### src/bgcos_pkg.sv
// ----------------------------------------------------------------------------
// bgcos_pkg
// Shared constants and types of the bitmap Gray-code order sorter.
// ----------------------------------------------------------------------------
package bgcos_pkg;

    localparam int MAX_BITMAPS_DEF      = 64;
    localparam int WORDS_PER_BITMAP_DEF = 4;
    localparam int WORD_BITS_DEF        = 32;

    localparam int IN_WORD_W   = 32;
    localparam int LEN_W       = 8;
    localparam int SRC_IDX_W   = 6;

    localparam logic ORDER_LEX  = 1'b0;
    localparam logic ORDER_GRAY = 1'b1;

    // Result of one word step of the compare unit.
    typedef struct packed {
        logic differ;
        logic ahead;
        logic par;
    } cmp_res_t;

endpackage

### src/bgcos_cmp.sv
// ----------------------------------------------------------------------------
// bgcos_cmp
// One word step of the bitmap compare: finds the lowest differing bit and
// decides the order in lexicographic or reflected Gray-code mode.
// ----------------------------------------------------------------------------
module bgcos_cmp import bgcos_pkg::*; #(
    parameter int WORD_BITS = WORD_BITS_DEF
) (
    input  logic [WORD_BITS-1:0] x,
    input  logic [WORD_BITS-1:0] y,
    input  logic                 par_in,
    input  logic                 mode,
    output cmp_res_t             res
);

    logic [WORD_BITS-1:0] diff;
    logic [WORD_BITS-1:0] low;
    logic [WORD_BITS-1:0] upto;

    always_comb begin
        diff = x ^ y;
        low  = diff & (~diff + WORD_BITS'(1));
        upto = (low - WORD_BITS'(1)) | low;
        res.differ = (diff != '0);
        if (mode == ORDER_LEX) begin
            res.ahead = ((x & low) == '0);
        end else begin
            res.ahead = ~(par_in ^ (^(x & upto)));
        end
        res.par = par_in ^ (^x);
    end

endmodule
### config.mk
export PLATFORM = sky130hd
export DESIGN_NAME = bgcos_cmp
export DESIGN_NICKNAME = d
export VERILOG_FILES = /design/src/bgcos_pkg.sv /design/src/bgcos_cmp.sv
export SDC_FILE = /design/constraint.sdc
export NUM_CORES = 1
export LEC_CHECK = 0
export BUFFER_PORTS_ARGS = -buffer_cell sky130_fd_sc_hd__buf_2
export CORE_AREA = 2 2 58 71
export DETAILED_ROUTE_END_ITERATION = 6
export DIE_AREA = 0 0 60 73
export PLACE_DENSITY_LB_ADDON = 0.15
export SLEW_MARGIN = 20
export SYNTH_ARGS = -nofsm -noshare
export SYNTH_HDL_FRONTEND = slang
export SYNTH_SLANG_ARGS = --single-unit
### constraint.sdc
create_clock -name vclk -period 5.71
set_input_delay 1.142 -clock vclk [all_inputs]
set_output_delay 1.142 -clock vclk [all_outputs]
set_load 0.02 [all_outputs]
* Word level (Yosys, flattened, before mapping) *
Index checks and enable logic that the tools add are counted.

storage, ports and cells
  flip-flop bits (word level) = 0
  logic and storage cells = 16

cells by class
  $add $sub $neg = 2
  multiplexer cells = 1
  bitwise logic cells = 9
  reduce and logical (&&, ||, !) cells = 4

operators with widths
  cell                                                number
  bitwise AND 32 bit                                  3
  parity 32 bit                                       2
  adder 32 x 1 -> 32 bit, second input constant       1
  zero test 32 bit                                    1
  NOT 32 bit                                          1
  bitwise OR 32 bit                                   1
  nonzero test 32 bit                                 1
  subtractor 32 x 1 -> 32 bit, second input constant  1
  XOR 32 bit                                          1
  XOR 1 bit                                           2
  two-way mux 1 bit                                   1
  NOT 1 bit                                           1

* Longest topological paths before layout *
  depth in word-level cells = 11
  gate-level depth with buffers = 13
  depth with buffers taken out = 11

* Least setup slack after synthesis *
Ideal clock, no wire load.

  kind = input-to-output
  from = in y[8]
  to = out res[1] (netlist bit)
  arrival = 4368 ps
  required time = 4568 ps
  path slack = 200 ps
  stages = 12
  buffers on the path = 2
  path through = xor2_1 > or3_1 > buf_2 > or4_1 > buf_2 > or4_4 > and4_4 > or3_4 > xnor2_2 > xnor3_1 > xnor2_1 > o2bb2ai_1

RTL lines
  item                RTL line         source
  start: declaration  bgcos_cmp.sv:10  input logic [WORD_BITS-1:0] y,
  end: declaration    bgcos_cmp.sv:13  output cmp_res_t res

==> summary.txt <==
Yosys
  – Mean post-synth cell area: 6.93 sq um
  – Number of standard cells after synthesis: 282
  – Syn Std Cell Area: 1950 sq um
  – Cell variety after synth: 48
  – Ranking of synthesized cells by instance count: 61 x sky130_fd_sc_hd__xnor2_1, 18 x sky130_fd_sc_hd__nand2_1, 16 x sky130_fd_sc_hd__xor2_1
  – Sequential element share of the synthesized area: 0
  – Count leader, synth: sky130_fd_sc_hd__xnor2_1
  – Synthesis Warnings: 0
  – Largest cells by area after synthesis: sky130_fd_sc_hd__xnor2_1 27%, sky130_fd_sc_hd__xor2_1 7.2%, sky130_fd_sc_hd__maj3_1 4.1%
  – Synth Net Count: 349
  – Share of Yosys cell area claimed by the top area cell type: 0.274
  – Cell type with the highest aggregate area in the netlist: sky130_fd_sc_hd__xnor2_1

Finish
  – Net count of the finished layout: 420
  – Fill cell total of the finished layout: 405
  – Layout area overhead: 23.5%
  – Seq Cell Count: 0
  – Area taken by flip-flops and latches: 0 sq um
  – Core occupancy in the finished layout: 0.637
  – Count of clock-net buffers in the final layout: 0
  – Share of post-route cells with drive strength above 1: 0.251
  – Antenna diodes: 0
  – Area of the multi-input gates: between 1500 and 2000 sq um

Floorplan
  – Ports placed on the boundary: 69
  – Die boundary width: 60 microns
  – Standard-cell rows: 25
  – Initial core utilization: 0.516
  – Height of the die: 73 microns
  – Core footprint: 3780 sq um
  – Die ar.: 4380 sq um

Routing
  – DR vias: 2,280
  – Antenna-violating nets left: 0
  – Routed wirelength normalized by instance count: 13.3 microns
  – First-pass DRT Iterations: 5
  – Remaining routing DRC violations: 0
  – DR iter-0 viols: 95
  – Drt total wl: 5380 microns
  – Ratio of routed vias to standard cells: 5.63

Worst setup path
  – Category of the critical setup timing path: input port to output pin
  – Worst Path Max Fanout: 5
  – Startpoint types: input port
  – Capturing element of the worst setup path: res[1]
  – Nature of the critical path endpoint: output pin
  – Arrival time at the worst endpoint: about 4400 ps
  – Required time of the worst setup path: 4570 ps
  – Critical path launch point: x[8]

Job
  – Max cap viols: 0

STA
  – Worst slew margin relative to its limit: 0.589
  – Final Hold Violating Endpoints: 0
  – Maximum clock frequency: 180 MHz
  – Sum of negative setup slack: 0 ps
  – Fraction of the cycle the final worst path needs: 0.974
  – Worst slew pin tran: 601 ps
  – Minimum clock period: 5560 ps
  – Final Max Tran Viols: 0
  – Setup repair after global routing missed its margin: no
  – Final Setup Violations: 0

Power and ir drop
  – P per Cell Area: about 110 nW/um^2
  – PnR Total Power: 254 uW
  – Worst ir drop on vdd: 65.8 uV
  – Leakage dissipation: around 0.93 nW

Min path
  – Class of the worst hold path: input port to output pin

Place
  – Count of buffers inserted at the top-level ports: 69
  – Routability congestion estimate from global placement: 0.983
  – DPL Wire Length: 4690 microns

GRT
  – Remaining global-route overflow: 0
  – Global router's overall resource usage: 0.248
  – Global-route wire length before repair: ~8700 microns
  – Pin count of the biggest net entering global routing: 13
  – Via count of the first global-routing pass: ~2,000
  – Initial antenna violation count: 0

Clock tree
  – Number of buffers added for setup after CTS: 0
  – Cts repair resizes: 0
  – Number of buffers added to fix hold violations after cts: 0

Status
  – Result of the run: finished, final reports clean
per-layer routing:
| metal | routed length, microns | global-route usage | up-vias | share of wire |
|---|---|---|---|---|
| met3 | 269 | 0.00532 | 14 | 0.050 |
| li1 | - | - | 1156 | - |
| met4 | 182 | 0.0815 | 0 | 0.034 |
| met5 | 0 | 0 | - | 0 |
| met2 | 2710 | 0.460 | 81 | 0.50 |
| met1 | 2220 | 0.298 | 1029 | 0.41 |
power by group:
part / switching (mW) / leakage [nW] / total (mW) / internal (mW)
combinational: 0.134 / 0.932 / 0.254 / 0.119
sequential: 0 / 0 / 0 / 0
clock: 0 / 0 / 0 / 0
total: 0.134 / 0.932 / 0.254 / 0.119
cell type report:
type / instances / share of cell area
inverter: 15 / 0.0233
tap: 54 / 0.0280
multi-input combinational: 254 / 0.765
timing repair buffer: 82 / 0.184
stage by stage:
stage               cells  hold slack (ps)  worst slack [ps]  cell area, sq um
detailed placement    405             2660               136              2410
global placement      405             2660               162              2410
floorplan             282             2480               200              1950
global route          405             2690              14.6              2410
CTS                   405             2660               140              2410
finish                405             2650               151              2410
cell usage in the layout (no fill, tap or decap), drive strengths merged, types with 2 or more instances in the layout:
cell type,synthesis,routed
nor2b,8,8
or3,5,5
and3,3,3
a21oi,11,11
nor4b,2,2
xnor2,62,62
nand3,14,14
nor4,10,10
o2111ai,2,2
xnor3,3,3
buf,2,82
inv,15,15
nor2,15,15
nor3b,4,4
nand4,8,8
o211ai,4,4
or4,6,6
a221oi,3,3
nand2,18,18
a2111oi,2,2
mux2i,6,6
nand2b,5,5
o21ai,8,8
nor3,10,10
and4,2,2
a31oi,3,3
xor2,16,16
or2,2,2
maj3,8,8
worst min path at each step:
stage          from     end  slack (ps)  depth (start not counted)
2_1_floorplan  mode  res[1]        2480                          1
3_3_place_gp   mode  res[1]        2660                          3
3_5_place_dp   mode  res[1]        2660                          3
4_1_cts        mode  res[1]        2660                          3
5_1_grt        mode  res[1]        2690                          3
6_report       mode  res[1]        2650                          3
worst max-delay path: stages:
cell                        delay, ps
sky130_fd_sc_hd__buf_2            130
sky130_fd_sc_hd__xor2_1           150
sky130_fd_sc_hd__or3_1            390
sky130_fd_sc_hd__or4_1            580
sky130_fd_sc_hd__or4_4            500
sky130_fd_sc_hd__and4_4           190
sky130_fd_sc_hd__or3_4            370
sky130_fd_sc_hd__xnor2_2          170
sky130_fd_sc_hd__xnor3_1          330
sky130_fd_sc_hd__xnor2_1          160
sky130_fd_sc_hd__o2bb2ai_1        130
sky130_fd_sc_hd__buf_2            180
logic make-up after synthesis:
logic type	synth area share
xor gates and xnor gates	0.388
buffers and inverters	0.0551
adders and majority gates	0.0474
muxes	0.0308
AOI/OAI and AO/OA	0.144
and+or+nand+nor	0.335
No activity file was read; power rests on OpenSTA's default activity.
