--- config.mk ---
export PLATFORM = sky130hd
export DESIGN_NAME = bgcos_ram
export DESIGN_NICKNAME = d
export VERILOG_FILES = /design/src/bgcos_ram.sv
export SDC_FILE = /design/constraint.sdc
export NUM_CORES = 1
export LEC_CHECK = 0
export BUFFER_PORTS_ARGS = -buffer_cell sky130_fd_sc_hd__buf_4
export CAP_MARGIN = 20
export CORE_ASPECT_RATIO = 0.9
export CORE_MARGIN = 5
export CORE_UTILIZATION = 45
export CTS_CLUSTER_SIZE = 28
export DETAILED_ROUTE_END_ITERATION = 10
export SLEW_MARGIN = 20
export SYNTH_ARGS = -nofsm -noshare
export SYNTH_HDL_FRONTEND = slang
export SYNTH_SLANG_ARGS = --single-unit
--- constraint.sdc ---
create_clock -name aclk -period 3.6 [get_ports aclk]
set_input_delay 0 -clock aclk [delete_from_list [all_inputs] [get_ports aclk]]
set_output_delay 0 -clock aclk [all_outputs]
set_load 0.01 [all_outputs]
--- src/bgcos_ram.sv ---
// ----------------------------------------------------------------------------
// bgcos_ram
// Generic RAM with one write port and two registered read ports.
// ----------------------------------------------------------------------------
module bgcos_ram #(
    parameter int WIDTH = 8,
    parameter int DEPTH = 64,
    localparam int AW   = (DEPTH > 1) ? $clog2(DEPTH) : 1
) (
    input  logic             aclk,
    input  logic             we,
    input  logic [AW-1:0]    waddr,
    input  logic [WIDTH-1:0] wdata,
    input  logic [AW-1:0]    raddr_a,
    output logic [WIDTH-1:0] rdata_a,
    input  logic [AW-1:0]    raddr_b,
    output logic [WIDTH-1:0] rdata_b
);

    logic [WIDTH-1:0] mem [DEPTH];

    always_ff @(posedge aclk) begin
        if (we) begin
            mem[waddr] <= wdata;
        end
        rdata_a <= mem[raddr_a];
        rdata_b <= mem[raddr_b];
    end

endmodule

# Word-level counts from Yosys, hierarchy flattened
# Memory sizes are Yosys's and may differ from the RTL's. A register that Yosys moved wholly into a read port is not among the register bits.
# Index checks and enable logic that the tools add are counted.
# totals
ramBits,512
output_inout_bits,16
wordCells,3
regBits,0
input_bits,28
n_memories,1
# classes
mux,2
# memory_table
memory,depth,word_bits,rd,rd_ports_with_merged_regs,wr,line,source
mem,64,8,2,2,1,20,logic [WIDTH-1:0] mem [DEPTH];
# ops
op,n
2-to-1 mux 1 bit,2

# Longest topological paths before layout
# Gate-level depths: netlist of run 1.
# depth
depth_word,2
mapped_depth,9
depth_no_buf,5

# Worst setup path after synthesis of run 1
# No wires, ideal clock.
# synth_path
kind,input -> register
from,input raddr_b[0]
to,register rdata_b[4] (read register of mem)
required_ns,3.487
stages,8
path_buffers,3
setup_ns,0.113
t_arrival_ns,1.697
setup_slack_ns,1.790
path_cell_list,buf_2 -> buf_2 -> buf_4 -> mux4_2 -> a221oi_1 -> o21ai_0 -> nand3_1 -> nand2_1
# synth_rtl
element,line,source
from (decl),16,"input logic [AW-1:0] raddr_b,"
to (decl),17,output logic [WIDTH-1:0] rdata_b

==> results of run 1 <==
## per-stage QoR
stage	total power, mW	utilization [%]	setup WS [ps]
after floorplan	7.62	-	1790
after global routing	13.7	51.1	1040
final	13.3	51.1	1110
after CTS	13.4	51.1	1170
after detailed placement	8.11	47.7	898
after global placement	8.10	47.7	852
## state kept, by name, indices dropped and copies added, names as in the netlist
name / cells
rdata_a: 8
mem: 512
rdata_b: 8
## kinds of logic (layout without fill, tap and decap cells)
group / Yosys count / after routing / synth area share [%]
AO/OA/AOI/OAI: 100 / 100 / 2.81
AND/OR/NAND/NOR: 149 / 149 / 2.69
buffers and inverters: 96 / 200 / 1.98
flip-flops: 528 / 528 / 64.7
multiplexers: 338 / 338 / 27.9
## report_power, final
| group | leakage (nW) | switching [mW] | internal, mW | total [mW] |
|---|---|---|---|---|
| Combinational | 3.02 | 0.676 | 0.472 | 1.15 |
| Clock | 0.797 | 2.30 | 3.00 | 5.30 |
| Sequential | 4.74 | 0.0408 | 6.80 | 6.84 |
| Total | 8.56 | 3.01 | 10.3 | 13.3 |
## worst min path at each step
stage | cells after the start | startpoint | slack [ps] | endpoint
after floorplan | 0 | wdata[0] | 100 | mem[0][0]$_DFFE_PP_
after CTS | 1 | wdata[3] | 7 | mem[52][3]$_DFFE_PP_
after detailed placement | 1 | rdata_b[6]$_DFF_P_ | 390 | rdata_b[6]
after global routing | 1 | wdata[3] | 30 | mem[61][3]$_DFFE_PP_
after global placement | 1 | rdata_b[6]$_DFF_P_ | 390 | rdata_b[6]
final | 1 | wdata[3] | 20 | mem[52][3]$_DFFE_PP_
## timing repair
item | in CTS | in global routing
endpoints found under the hold margin | 236 | 0
hold buffers | 16 | 0
resized for setup | 0 | 0
## layer usage
layer | part of all wire (%) | routed length [um] | GRT usage [%] | vias up
met2 | 47 | 31700 | 35.7 | 614
met3 | 8.9 | 6040 | 4.87 | 95
met4 | 2.6 | 1780 | 6.24 | 0
met5 | 0 | 0 | 0 | -
li1 | - | - | - | 5355
met1 | 42 | 28300 | 34.5 | 7056
## area by class of cell
type                            count  area [um^2]  share of cell area [%]
Multi-Input combinational cell    587         8110                    29.8
Inverter                            3         11.3                  0.0414
Clock inverter                     26          195                   0.717
Sequential cell                   528        15700                    57.7
Timing Repair Buffer              100          890                    3.27
Tap cell                          697          872                    3.21
Clock buffer                       71         1440                    5.28
## placed cells by master (no fill, tap or decap), types with 2 or more instances in the layout
master and n:
nand2_1 28, o21ai_0 17, buf_4 73, nand4_1 3, buf_12 6, o22ai_1 20, buf_6 3, clkbuf_1 16
clkbuf_8 2, a21oi_1 10, nand3_1 20, edfxtp_1 512, mux2_2 2, bufinv_16 3, o31a_1 5, clkinv_1 14
nor2b_1 8, mux2i_1 66, a22oi_1 14, nand2b_1 6, dfxtp_1 16, a221oi_1 7, mux4_2 270, inv_1 2
nand3b_1 2, nor2_1 73, o211ai_1 3, nor2_2 2, a211oi_1 2, o21ai_1 7, clkbuf_16 55, a221o_1 5
dlygate4sd3_1 16, a2111oi_0 2, o221ai_1 5, and2_1 3, clkinv_2 7
==> summary.md, run 1 <==
| Metric | Value |
|---|---|
| Clock sink count | 528 |
| EDFF count, synth | a little over 500 |
| Most frequent cells after synthesis | edfxtp_1 (512), mux4_2 (270), nor2_1 (75), mux2i_1 (66), clkbuf_1 (34) |
| Largest net degree at the start of global routing | 65 |
| Final setup skew | approximately 15 ps |
| Initial antenna violation count | 0 |
| Placed cell areas | 0.0254 mm^2 |
| Vias post-DR | 13100 |
| Yosys warnings | 0 |
| CP Capture Type | flop |
| Seq cells post-synth | 528 |
| Critical Path Fanout Max | 2 |
| Number of global-route vias before repair | ~13000 |
| First-pass GRT wire length | 97900 um |
| Tmin final | 2490 ps |
| Average cell area after synthesis | 20.0 um^2 |
| DRT Pass-1 Iters | 5 |
| Reg2reg path depth | 5 |
| Routability cong. | roughly 0.84 |
| Max Cap Viol | 0 |
| Most used DFF post-synth | edfxtp_1 |
| RSZ-0062 raised after global routing | false |
| Antenna cells | 0 |
| # rows | 80 |
| # setup viols final | 0 |
| CTS HTree Levels | 2 |
| Fin area | 0.0272 mm^2 |
| Synth top area cells | edfxtp_1 (63%), mux4_2 (25%), mux2i_1 (2.7%) |
| Static Leak | 8.56 nW |
| Syn Nets | 1239 |
| Worst-case vdd ir drop | 0.426 mV |
| Layout area overhead | 12.1% |
| Final hold violation count | 0 |
| Kind of critical path | flop to flop |
| Remaining DRCs | 0 |
| Critical-path cell list | mux4_2, mux4_2, o21ai_0, nand3_1, dlygate4sd3_1 |
| Yosys cell types | 38 |
| Initial DRC Count | 1628 |
| R2R setup slack | 1110 ps |
| Final non-filler cell total | 2012 |
| Worst path max stage delay | 570 ps |
| Die area | slightly below 0.06 mm^2 |
| Syn Std Cell Area | 0.0243 mm^2 |
| Area leader, netlist | edfxtp_1 |
| Total wire length | 67800 um |
| Slew headroom | 20.1% |
| Overflow after GRT | 0 |
| Core Box Area | ~0.053 mm^2 |
| Crit share post-route | between 60 and 70% |
| Worst setup path endpoint | rdata_b[7]$_DFF_P_ |
| Clk pin slew, worst setup/hold paths | 60 ps |
| Cell mode on critical path | mux4_2 |
| Worst hold path type | primary input to flop |
| Final hold slack | 18.9 ps |
| Ys async rst share | 0% |
| Fillers | around 4300 |
| ANT nets after route | 0 |
| CTS tree | built |
| FF-to-FF End | rdata_b[7]$_DFF_P_ |
| Sequential fraction of the synthesis area | 64.7% |
| Pwr/cell area | 488 mW/mm^2 |
| Layout cells sized above 1 | 32.5% |
| Crit path max-delay family | multiplexers |
| Die H | 230 um |
| CP arrival | 2970 ps |
| Placed Cells | 1899 |
| Postcts setup bufs | 0 |
| Final net count | 1301 |
| Critical path buffers and inverters | 1 |
| Number of I/O port buffers | 43 |
| Critical path depth | 5 |
| Vias/cell | approximately 6.5 |
| Fin Setup TNS | 0 ps |
| Ports | 44 |
| Worst Max-Slew Pin Slew | ~1200 ps |
| WP data required | 4080 ps |
| Syn Inst Count | 1211 |
| Slowest-stage cell, CP | dlygate4sd3_1 |
| Synth top area share | a little under two thirds |
| Starting density of the core | 45.6% |
| CTS Buf Count | 53 |
| Die X-Extent | 255 um |
| Crit path launch | mem[12][7]$_DFFE_PP_ |
| DP HPWL | 43600 um |
| Most common cell in the netlist | edfxtp_1 |
| Status | finished, final reports clean |
| Root Driver | clkbuf_16 |
| Total GRT Usage | 23.3% |
| Reg2reg start | mem[12][7]$_DFFE_PP_ |
| FMAX | 401 MHz |
| Post-DR wirelength/cell | 33.7 um |
| Pins Over Slew Limit | 0 |
| Worst skew pair latency | 590 ps |
| Worst setup SP type | flop |
| Clock Tree Buf Depth | 3 |
(Power assumes the default switching activity.)
==> run 2, diff against run 1 <==
==> constraint.sdc (replaced) <==
create_clock -name aclk -period 2.45 [get_ports aclk]
set_input_delay 0 -clock aclk [delete_from_list [all_inputs] [get_ports aclk]]
set_output_delay 0 -clock aclk [all_outputs]
set_load 0.01 [all_outputs]
==> run 2 against run 1 <==
  * The run now ends with hold timing left
  * Cell area rose by 3.6%
  * Final cell count rose by 5.1%
  * Global-route usage rose by 0.21 points
  * Via count rose by 3.3%
  * Setup slack got worse by 920 ps
  * Sequential share of layout area fell by 2.0 points
  * Critical path type unchanged
  * Largest cell class unchanged
==> summary.md, run 2 (synthesis gave the netlist of run 1 again) <==
| Metric | Value |
|---|---|
| Vias post-DR | 13600 |
| CTS HTree Levels | 2 |
| Pins Over Slew Limit | 0 |
| Regs by FF count | mem x512, rdata_a x8, rdata_b x8 |
| Cts hold-fix bufs | 19 |
| Die area | between 0.05 and 0.06 mm^2 |
| Largest net degree at the start of global routing | 65 |
| # resized after CTS | 0 |
| Routability cong. | 0.855 |
| Register share of total power | roughly half |
| Post-DR wirelength/cell | 32.4 um |
| Initial antenna violation count | 1 |
| Commonest non-fill, non-tap cell in the layout | edfxtp_1 |
| DP HPWL | 45800 um |
| Final core utilization | 52.9% |
| Worst skew pair latency | 610 ps |
| FMAX | roughly 440 MHz |
| Antenna cells | 0 |
| RSZ-0062 raised after global routing | false |
| Crit share post-route | 92.3% |
| DRT Pass-1 Iters | 5 |
| Number of global-route vias before repair | between 10000 and 15000 |
| CTS tree | built |
| Die X-Extent | 255 um |
| Vias/cell | about 6.4 |
| Switch share | 22.5% |
| Final Power | 20.2 mW |
| Final setup skew | just over 20 ps |
| CTS Buf Count | 54 |
| Reg with most FFs | mem |
| Hold Path Origin | wdata[0] |
| First-pass GRT wire length | 99700 um |
| Switch Pwr | 4.54 mW |
| Total wire length | 68400 um |
| # setup viols final | 0 |
| R2R setup slack | around 190 ps |
| Status | finished, violations left |
| Number of I/O port buffers | 43 |
| Overflow after GRT | 0 |
| Postcts setup bufs | 0 |
| Clk pin slew, worst setup/hold paths | 60 ps |
| Static Leak | ~9.2 nW |
| Root Driver | clkbuf_16 |
| Final hold slack | -12.3 ps |
| Total GRT Usage | 23.5% |
| Max reg flops | 512 |
| Core Box Area | 0.0533 mm^2 |
| Commonest cells after routing, fill and taps aside | edfxtp_1 (512), mux4_2 (270), buf_4 (162) |
| Initial DRC Count | 1662 |
| Worst setup SP type | flop |
| Layout cells sized above 1 | 37.6% |
| Fillers | roughly 4200 |
| Final net count | 1401 |
| Combinational share of power | a little under 9% |
| Worst-case vdd ir drop | 0.555 mV |
| Layout area overhead | 16.1% |
| Remaining DRCs | 0 |
| Max Cap Viol | 0 |
| Clock sink count | 528 |
| Worst hold path type | primary input to flop |
| Worst Max-Slew Pin Slew | 792 ps |
| Ports | 44 |
| Starting density of the core | 45.6% |
| Clock Tree Buf Depth | 3 |
| Violated checks | hold timing |
| CP arrival | 2720 ps |
| ANT nets after route | 0 |
| Final hold violation count | 9 |
| Tmin final | 2260 ps |
| Pwr/cell area | 715 mW/mm^2 |
| Slew headroom | 47.2% |
| Clock Power Share | just over 40% |
| WP data required | 2900 ps |
| Critical Path Fanout Max | 2 |
| CP Capture Type | flop |
| Crit path launch | mem[55][5]$_DFFE_PP_ |
| Kind of critical path | flop to flop |
| Fin Setup TNS | 0 ps |
| Internal | 15.6 mW |
| Die H | between 200 and 250 um |
| Reg2reg start | mem[55][5]$_DFFE_PP_ |
| # rows | 80 |
run 2: power by group through the flow:
stage | Combinational (mW) | Clock [mW] | Sequential, mW
global route | 1.84 | 8.88 | 10.1
global placement | 1.72 | 0 | 10.2
floorplan | 0.973 | 0 | 10.2
finish | 1.75 | 8.34 | 10.1
detailed placement | 1.74 | 0 | 10.2
CTS | 1.76 | 8.46 | 10.1
run 2: path summary, 6_finish.rpt:
| kind | to | depth (start not counted) |
|---|---|---|
| setup / recovery | rdata_a[5]$_DFF_P_ | 4 |
| hold / removal | mem[56][0]$_DFFE_PP_ | 1 |
| setup reg to reg | rdata_a[5]$_DFF_P_ | 4 |
| hold reg to reg | rdata_b[7]$_DFF_P_ | 4 |
run 2: worst max-delay path, stage by stage (launching register included):
cell and delay, ps:
edfxtp_1 400, mux4_2 540, mux4_2 550, o21ai_1 450
o22ai_1 180
run 2: cell type report:
type | count | area (um^2) | share of cell area (%)
clock buffers | 70 | 1470 | 5.22
clock inverters | 31 | 305 | 1.08
inverters | 3 | 11.3 | 0.0399
multi-input cells | 587 | 8100 | 28.7
well taps | 697 | 872 | 3.09
repair buffers | 199 | 1740 | 6.16
flip-flops and latches | 528 | 15700 | 55.7
run 2: routing by layer:
metal  global-route usage, %  wire length, um  vias up
li1                        -                -     5557
met1                    34.5            27900     7211
met2                    36.6            32600      688
met3                    4.67             6220       98
met4                    6.29             1800        0
met5                       0                0        -
run 2: through the flow:
step           instance area, um^2  setup slack (ps)  std cells
3_3_place_gp                 26200              36.7       1995
3_5_place_dp                 26200              27.0       1995
5_1_grt                      28200               127       2115
2_1_floorplan                24300               640       1211
4_1_cts                      28200               221       2115
6_report                     28200               188       2115
==> run 3, diff against run 2 <==
--- a/config.mk
+++ b/config.mk
@@ -6,7 +6,6 @@
 export NUM_CORES = 1
 export LEC_CHECK = 0
 export BUFFER_PORTS_ARGS = -buffer_cell sky130_fd_sc_hd__buf_4
-export CAP_MARGIN = 20
 export CORE_ASPECT_RATIO = 0.9
 export CORE_MARGIN = 5
 export CORE_UTILIZATION = 45
==> constraint.sdc (replaced) <==
create_clock -name aclk -period 2.5 [get_ports aclk]
set_input_delay 0 -clock aclk [delete_from_list [all_inputs] [get_ports aclk]]
set_output_delay 0 -clock aclk [all_outputs]
set_load 0.01 [all_outputs]
==> run 3 against run 2 <==
  * The flow now finishes without violations
  * Sequential cell count did not move
  * Combinational power fell by 2%
  * Final cell count fell by 0.71%
  * Non-clock buffer count fell by 16
  * Fmax fell by 3.6%
  * Clock power fell by 5.2%
  * Highest routed layer unchanged
  * Critical endpoint is now rdata_a[4]$_DFF_P_
  * Register-to-register slack got worse by 30 ps
  * Setup slack got worse by 34 ps
==> summary.md, run 3 (synthesis gave the netlist of run 1 again) <==
| Metric | Value |
|---|---|
| Worst-case vdd ir drop | 0.499 mV |
| Switch Pwr | 4.42 mW |
| Worst setup SP type | flop |
| Clk pin slew, worst setup/hold paths | 60 ps |
| Total wire length | 68900 um |
| # rows | 80 |
| Placed Cells | 1976 |
| Max reg flops | 512 |
| Core Box Area | 0.0533 mm^2 |
| Switch share | a little under a quarter |
| Fin Setup TNS | 0 ps |
| Root Driver | clkbuf_16 |
| Die H | about 230 um |
| Final non-filler cell total | 2100 |
| Critical Path Fanout Max | 2 |
| Slew headroom | 46.6% |
| DP Worst Slack | 120 ps |
| CTS tree | built |
| Pins Over Slew Limit | 0 |
| Worst skew pair latency | 610 ps |
| Final Power | 19.5 mW |
| CTS Buf Count | 55 |
| R2R setup slack | approximately 150 ps |
| Clock Power Share | 40.6% |
| Final hold violation count | 0 |
| CTS HTree Levels | 2 |
| Crit share post-route | a little over nine tenths |
| Overflow after GRT | 0 |
| Final WS setup | about 150 ps |
| Layout area overhead | 15.7% |
| Number of global-route vias before repair | 14100 |
| CP arrival | 2830 ps |
| Multi-input logic area | 0.00810 mm^2 |
| Number of I/O port buffers | 43 |
| FMAX | 426 MHz |
| Initial DRC Count | 1582 |
| Final setup skew | 17.2 ps |
| Reg with most FFs | mem |
| Vias/cell | 6.45 |
| Status | finished, final reports clean |
| DP HPWL | 45200 um |
| Vias post-DR | roughly 14000 |
| # setup viols final | 0 |
| Starting density of the core | ~46% |
| Ports | 44 |
| Antenna cells | 0 |
| Placed cell areas | 0.0261 mm^2 |
| Pwr/cell area | just under 700 mW/mm^2 |
| Die X-Extent | roughly 250 um |
| Combinational share of power | between 8 and 9% |
| WP data required | between 2000 and 3000 ps |
| RSZ-0062 raised after global routing | false |
| Clock sink count | around 530 |
| Regs by FF count | mem x512, rdata_a x8, rdata_b x8 |
| Post-DR wirelength/cell | 32.8 um |
| Fillers | 4195 |
| Die area | 0.0587 mm^2 |
| ANT nets after route | 0 |
| Tmin final | 2350 ps |
| Cell mode on critical path | mux4_2 |
| Routability cong. | 0.855 |
| Final net count | 1386 |
| CP Capture Type | flop |
| Total GRT Usage | 23.6% |
| Register share of total power | 50.6% |
| DRT Pass-1 Iters | 5 |
| Commonest non-fill, non-tap cell in the layout | edfxtp_1 |
| Internal | 15.1 mW |
| Critical-path cell list | mux4_2, mux4_2, nand4_1, o211ai_1, dlygate4sd3_1 |
| Layout cells sized above 1 | 36.6% |
| Worst Max-Slew Pin Slew | 799 ps |
| Kind of critical path | flop to flop |
| Commonest cells after routing, fill and taps aside | edfxtp_1 (512), mux4_2 (270), buf_4 (139) |
| Register area | 0.0157 mm^2 |
| Max Cap Viol | 0 |
| Slowest-stage cell, CP | dlygate4sd3_1 |
| Fin area | approximately 0.028 mm^2 |
| Largest net degree at the start of global routing | 65 |
| Static Leak | 9.09 nW |
| Worst path max stage delay | 560 ps |
| Initial antenna violation count | 0 |
| Remaining DRCs | 0 |
| First-pass GRT wire length | 99400 um |
| Worst hold path type | primary input to flop |
| Clock Tree Buf Depth | 3 |
[run 3: changes by cell type in the layout (fill, tap and decap cells not counted), sizes merged]
cell | previous run | this run
buf | 178 | 159
dlygate4sd3 | 19 | 22
bufinv | 6 | 2
clkbuf | 72 | 81
clkinvlp | 2 | 1
clkinv | 22 | 19
[run 3: worst paths after layout]
kind / from / endpoint / cells past startpoint
worst max-delay path: mem[51][4]$_DFFE_PP_ / rdata_a[4]$_DFF_P_ / 5
worst min-delay path: we / mem[53][7]$_DFFE_PP_ / 3
worst max register to register: mem[51][4]$_DFFE_PP_ / rdata_a[4]$_DFF_P_ / 5
worst min register to register: mem[36][5]$_DFFE_PP_ / rdata_b[5]$_DFF_P_ / 5
[run 3: per-stage QoR]
step                hold slack [ps]  utilization (%)
global route                   50.5             52.7
floorplan                      98.9                -
global placement                398             49.1
detailed placement              399             49.1
finish                         42.8             52.7
CTS                            6.42             52.7
[run 3: area by class of cell]
class                      count  area share (%)
clock inverter                23           0.593
tap                          697            3.11
multi-input combinational    587            28.8
sequential                   528            55.9
clock buffer                  79            5.55
timing repair buffer         183            5.96
inverter                       3          0.0401
[run 3: what timing repair did]
action | in CTS | in global routing
resized for setup | 0 | 0
hold buffers | 22 | 0
buffers inserted | 0 | 0
endpoints found under the hold margin | 414 | 0
[run 3: power by group through the flow]
stage	sequential, mW	combinational [mW]	clock (mW)
final	9.86	1.71	7.91
after CTS	9.86	1.72	8.04
after global placement	10.0	1.67	0
after floorplan	10.0	0.954	0
after detailed placement	10.0	1.69	0
after global routing	9.86	1.81	8.46
[run 3: worst max-delay path: cells and delay by family, from the launching register on]
family	cells	cell delay, ps
DFF	1	380
and+or+nand+nor	1	120
buffers and inverters	1	560
muxes	2	1090
AOI/OAI and AO/OA	1	80
[run 3: per-layer routing]
metal | track usage (%) | vias to the layer above | wire length (um)
met5 | 0 | - | 0
met4 | 6.69 | 0 | 2190
met3 | 5.60 | 110 | 6110
met2 | 36.4 | 639 | 32400
met1 | 34.1 | 7260 | 28200
li1 | - | 5533 | -
